==> config.mk <==
export PLATFORM = sky130hd
export DESIGN_NAME = tcw_ctrl
export DESIGN_NICKNAME = d
export VERILOG_FILES = /design/src/hw/rtl/tcw_pkg.sv /design/src/hw/rtl/tcw_ctrl.sv
export SDC_FILE = /design/constraint.sdc
export NUM_CORES = 1
export LEC_CHECK = 0
export ABC_AREA = 1
export BUFFER_PORTS_ARGS = -buffer_cell sky130_fd_sc_hd__buf_2
export CAP_MARGIN = 20
export CELL_PAD_IN_SITES_DETAIL_PLACEMENT = 0
export CELL_PAD_IN_SITES_GLOBAL_PLACEMENT = 1
export CORE_MARGIN = 4
export CORE_UTILIZATION = 32
export CTS_CLUSTER_SIZE = 24
export DETAILED_ROUTE_END_ITERATION = 8
export PLACE_DENSITY = 0.74
export SLEW_MARGIN = 40
export SYNTH_ARGS = -nofsm -noshare
export SYNTH_HDL_FRONTEND = slang
export SYNTH_SLANG_ARGS = --single-unit
==> constraint.sdc <==
create_clock -name clk -period 1.35 [get_ports clk]
set_input_delay 0.3375 -clock clk [delete_from_list [all_inputs] [get_ports clk]]
set_output_delay 0.3375 -clock clk [all_outputs]
set_load 0.03 [all_outputs]
==> src/hw/rtl/tcw_pkg.sv <==
package tcw_pkg;

    // Screen geometry defaults
    localparam int TCW_COLUMNS = 80;
    localparam int TCW_ROWS    = 25;

    // Field widths fixed by the interface
    localparam int CMD_W  = 2;
    localparam int CHAR_W = 8;
    localparam int ATTR_W = 8;
    localparam int ADDR_W = 11;
    localparam int POS_W  = 11;

    // Command codes
    localparam logic [CMD_W-1:0] CMD_PUT   = 2'd0;
    localparam logic [CMD_W-1:0] CMD_READ  = 2'd1;
    localparam logic [CMD_W-1:0] CMD_CLEAR = 2'd2;

    // Character and attribute constants
    localparam logic [CHAR_W-1:0] CHAR_NEWLINE        = 8'h0A;
    localparam logic [CHAR_W-1:0] CHAR_BACKSPACE      = 8'h08;
    localparam logic [CHAR_W-1:0] CHAR_BLANK          = 8'h20;
    localparam logic [CHAR_W-1:0] CHAR_NONE           = 8'h00;
    localparam logic [ATTR_W-1:0] ATTR_BLANK          = 8'h07;
    localparam logic [ATTR_W-1:0] ATTR_NONE           = 8'h00;
    localparam logic [ATTR_W-1:0] DEFAULT_COLOR_RESET = 8'h0F;

    typedef struct packed {
        logic [CMD_W-1:0]  command;
        logic [CHAR_W-1:0] character;
        logic [ATTR_W-1:0] color;
        logic [ADDR_W-1:0] cell_address;
    } tcw_item_t;

    typedef struct packed {
        logic [POS_W-1:0]  cursor_position;
        logic [CHAR_W-1:0] cell_character;
        logic [ATTR_W-1:0] cell_attribute;
    } tcw_result_t;

    typedef enum logic [3:0] {
        ST_INIT,
        ST_IDLE,
        ST_DECODE,
        ST_SCROLL,
        ST_BLANK_ROW,
        ST_PUT,
        ST_READ,
        ST_CLEAR,
        ST_DONE
    } tcw_state_t;

    typedef enum logic [2:0] {
        MEM_NONE,
        MEM_BLANK,
        MEM_COPY,
        MEM_READ,
        MEM_PUT
    } tcw_mem_op_t;

    typedef enum logic [1:0] {
        PTR_HOLD,
        PTR_ZERO,
        PTR_INC
    } tcw_ptr_op_t;

    typedef enum logic [1:0] {
        CUR_HOLD,
        CUR_HOME,
        CUR_LASTROW,
        CUR_PUT
    } tcw_cur_op_t;

    // Controller to datapath
    typedef struct packed {
        logic        latch;
        tcw_mem_op_t mem_op;
        tcw_ptr_op_t ptr_op;
        tcw_cur_op_t cur_op;
    } tcw_ctl_t;

    // Datapath to controller
    typedef struct packed {
        logic [CMD_W-1:0] cmd;
        logic             char_zero;
        logic             at_end;
        logic             copy_last;
        logic             sweep_last;
    } tcw_status_t;

endpackage

==> src/hw/rtl/tcw_ctrl.sv <==
module tcw_ctrl
    import tcw_pkg::*;
(
    input  logic        clk,
    input  logic        rst_n,
    input  logic        start,
    input  tcw_status_t status,
    output tcw_ctl_t    ctl,
    output logic        busy,
    output logic        done
);

    tcw_state_t state_reg;
    tcw_state_t state_next;

    always_ff @(posedge clk or negedge rst_n)
    begin
        if (!rst_n)
        begin
            state_reg <= ST_INIT;
        end
        else
        begin
            state_reg <= state_next;
        end
    end

    // Next state
    always_comb
    begin
        state_next = state_reg;
        unique case (state_reg)
            ST_INIT:
            begin
                if (status.sweep_last)
                begin
                    state_next = ST_IDLE;
                end
            end
            ST_IDLE:
            begin
                if (start)
                begin
                    state_next = ST_DECODE;
                end
            end
            ST_DECODE:
            begin
                case (status.cmd)
                    CMD_PUT:
                    begin
                        if (status.char_zero)
                        begin
                            state_next = ST_DONE;
                        end
                        else if (status.at_end)
                        begin
                            state_next = ST_SCROLL;
                        end
                        else
                        begin
                            state_next = ST_PUT;
                        end
                    end
                    CMD_READ:  state_next = ST_READ;
                    CMD_CLEAR: state_next = ST_CLEAR;
                    default:   state_next = ST_DONE;
                endcase
            end
            ST_SCROLL:
            begin
                if (status.copy_last)
                begin
                    state_next = ST_BLANK_ROW;
                end
            end
            ST_BLANK_ROW:
            begin
                if (status.sweep_last)
                begin
                    state_next = ST_PUT;
                end
            end
            ST_PUT:  state_next = ST_DONE;
            ST_READ: state_next = ST_DONE;
            ST_CLEAR:
            begin
                if (status.sweep_last)
                begin
                    state_next = ST_DONE;
                end
            end
            ST_DONE: state_next = ST_IDLE;
            default: state_next = ST_INIT;
        endcase
    end

    // Outputs
    always_comb
    begin
        ctl.latch  = 1'b0;
        ctl.mem_op = MEM_NONE;
        ctl.ptr_op = PTR_HOLD;
        ctl.cur_op = CUR_HOLD;
        busy       = 1'b1;
        done       = 1'b0;
        unique case (state_reg)
            ST_INIT:
            begin
                ctl.mem_op = MEM_BLANK;
                ctl.ptr_op = status.sweep_last ? PTR_ZERO : PTR_INC;
            end
            ST_IDLE:
            begin
                busy      = 1'b0;
                ctl.latch = start;
            end
            ST_DECODE:
            begin
            end
            ST_SCROLL:
            begin
                ctl.mem_op = MEM_COPY;
                ctl.ptr_op = status.copy_last ? PTR_HOLD : PTR_INC;
            end
            ST_BLANK_ROW:
            begin
                ctl.mem_op = MEM_BLANK;
                if (status.sweep_last)
                begin
                    ctl.ptr_op = PTR_ZERO;
                    ctl.cur_op = CUR_LASTROW;
                end
                else
                begin
                    ctl.ptr_op = PTR_INC;
                end
            end
            ST_PUT:
            begin
                ctl.mem_op = MEM_PUT;
                ctl.cur_op = CUR_PUT;
            end
            ST_READ:
            begin
                ctl.mem_op = MEM_READ;
            end
            ST_CLEAR:
            begin
                ctl.mem_op = MEM_BLANK;
                if (status.sweep_last)
                begin
                    ctl.ptr_op = PTR_ZERO;
                    ctl.cur_op = CUR_HOME;
                end
                else
                begin
                    ctl.ptr_op = PTR_INC;
                end
            end
            ST_DONE:
            begin
                done = 1'b1;
            end
            default:
            begin
            end
        endcase
    end

    // One strobe per beat, then back to idle
    a_done_single: assert property (@(posedge clk) disable iff (!rst_n)
        done |=> !done && !busy)
        else $error("result strobe longer than one cycle");

    // An accepted beat keeps the block busy until its result
    a_accept_busy: assert property (@(posedge clk) disable iff (!rst_n)
        (start && !busy) |=> busy && !done)
        else $error("accepted beat did not start work");

endmodule

==> metrics.txt <==
TritonCTS clock tree yes; initial antenna violation count 0; Critical Path Slowest Stage Cell dfrtp_2; die area 2410 µm²; pin count of the biggest net entering global routing 7; Fillers 124; DR WL met3 75 µm; unrepaired setup endpoints after global routing yes; Syn Nets 94; leakage 0.541 nW; power per cell area 2200 nW/µm²; ys async rst share 100%; gr ovfl total 0; final hold slack 0.466 ns; Synth Register Bits 4; top-count cell post-synth nand2_1; most used cell, CP buf_6; core footprint around 1500 µm²; row count 14; total global-route track usage 15.5%; power consumption around 2.3 mW; Inserted Clock Buffers 3; Critical Path Source Type register; wire length on met2 906 µm; synthesized area per cell 6.50 µm²; area post-placement around 860 µm²; Initial Utilization 35.0%; first-pass GRT wire length just under 3000 µm; clk sinks 4; Hold Vio Cnt, Final 0; EDFF count, synth 0; clock-pin slew on the worst setup and hold paths approximately 0.040 ns; biggest area consumer among synthesized cells dfrtp_1; RR Startpoint state_reg[3]; Layout Area Growth over Synthesis 97.9%; proportion of layout cells with a drive suffix above 1 approximately 70%; dpl hpwl 1250 µm; H-tree depth 1; Peak VDD IR approximately 1.1 mV; CP endpoint kind output port; drt first pass iters 4; Max Buffers Root-to-Sink 2; slack of the critical path -0.344 ns; clock period minus worst slack between 1.5 and 2 ns; Met1 Routed Length 675 µm; R2R Path End state_reg[2]; post-route cell area 1070 µm²; Setup Slack @ Placement -0.191 ns; clk root buf clkbuf_4; status complete, but fails checks; FF/Latch Area 105 µm²; final setup vio count 14; Yosys warnings 0; port bufs 18; Ant. Diodes 0; DR vias 674; die height 49.1 µm; Nets ~140; CP Class register to output port; Top Layer Used met4; crit path max fanout 5; max cap viols 0; Mapped Cells just over 80; worst min path class input port to async pin; achievable clock frequency around 590 MHz; share of the synthesized area in the top cell type a little under a fifth; Final Max Slew Viols 0; post-synthesis cell area roughly 540 µm²; worst-margin pin slew 0.253 ns; failing checks negative setup slack; Clock Latency Late Sink approximately 0.24 ns; CP arrival 1.36 ns; WL final 1680 µm; r2r setup slk -0.05 ns; relative slew slack 82.9%; DR WL/cell approximately 12 µm; ys flop type dfrtp_1; DR iter-0 viols 9; flip-flop count of the largest register after layout 4; Die W between 40 and 50 µm; GPL Wtd Cong 0.834; Netlist cell types 22; Clock Skews 0.00343 ns; CP peak stage delay roughly 0.44 ns; Final ANT Viol Nets 0; DRC violations left 0; Synth top cells by count 18 x nand2_1, 13 x nand3_1, 11 x inv_1; register area share after synthesis 18.6%; cells along the critical path buf_6, nor2_4, nand3_2, nand2_2, nor2_2, inv_2, buf_6; Worst R2R Path Depth 10; drt via density about 4.6; Final period util 126%; vias in the first global route 694; Synth area leaders dfrtp_1 19%, nand2_1 13%, nand3_1 12%; Multi-input gate area 487 µm²; Top Ports 19; final core occ between 60% and 70%; Critical Path RT 1.01 ns
repair_timing:
item,in CTS,in global routing
resized for setup,40,2
hold endpoints to repair,4,0
setup buffers,4,0
pin swaps,11,4
hold buffers,1,0
endpoints found under the setup margin,14,14
cell usage in the layout, fill, tap and decap left out, drive strengths merged:
cell	count
nand4	1
clkbuf	3
nand3	15
nand2	23
dfrtp	4
or2	1
o21ai	4
dlygate4sd3	1
nor4	1
nor3	1
inv	16
ha	2
a21oi	2
a211oi	2
buf	44
nor2	9
cells by family (layout without fill, tap and decap cells):
group / after synthesis / after routing / share of synthesized area (%)
DFF: 4 / 4 / 18.6
adders and majority gates: 2 / 2 / 4.64
AOI/OAI and AO/OA: 8 / 8 / 9.05
buffers and inverters: 18 / 64 / 15.3
and+or+nand+nor: 51 / 51 / 52.4
worst max-delay path, delay by kind of cell (launching register included):
family                 cells  cell delay [ns]
buffers and inverters      3             0.30
flip-flops                 1             0.44
AND/OR/NAND/NOR            4             0.38
how the worst max path moves through the flow:
stage / startpoint / to / slack [ns] / depth (start not counted)
4_1_cts: state_reg[0] / ctl[3] / -0.34 / 7
5_1_grt: state_reg[3] / ctl[3] / -0.42 / 7
3_3_place_gp: state_reg[0] / ctl[2] / -0.17 / 6
6_report: state_reg[3] / ctl[3] / -0.34 / 7
2_1_floorplan: state_reg[3] / ctl[0] / -0.08 / 3
3_5_place_dp: state_reg[1] / ctl[2] / -0.19 / 6
power breakdown:
group / switching [mW] / internal [mW]
sequential: 0.121 / 0.180
combinational: 1.02 / 0.867
clock: 0.0557 / 0.0999
total: 1.20 / 1.15
layout make-up:
class	instances	share of cell area [%]
timing repair buffer	45	34.9
tap	16	1.88
sequential	4	9.85
clock buffer	3	2.11
inverter	16	5.63
multi-input combinational	61	45.6
layer usage:
layer | vias to the layer above | GRT usage, %
met2 | 18 | 27.4
met1 | 295 | 17.2
met4 | 0 | 8.07
li1 | 359 | -
met3 | 2 | 3.06
met5 | - | 0
metrics by stage:
stage,setup TNS [ns],std cells
6_report,-3.01,145
5_1_grt,-4.01,145
4_1_cts,-3.01,145
3_5_place_dp,-1.18,137
3_3_place_gp,-0.898,137
2_1_floorplan,-0.318,83
No activity file was read; power rests on OpenSTA's default activity.
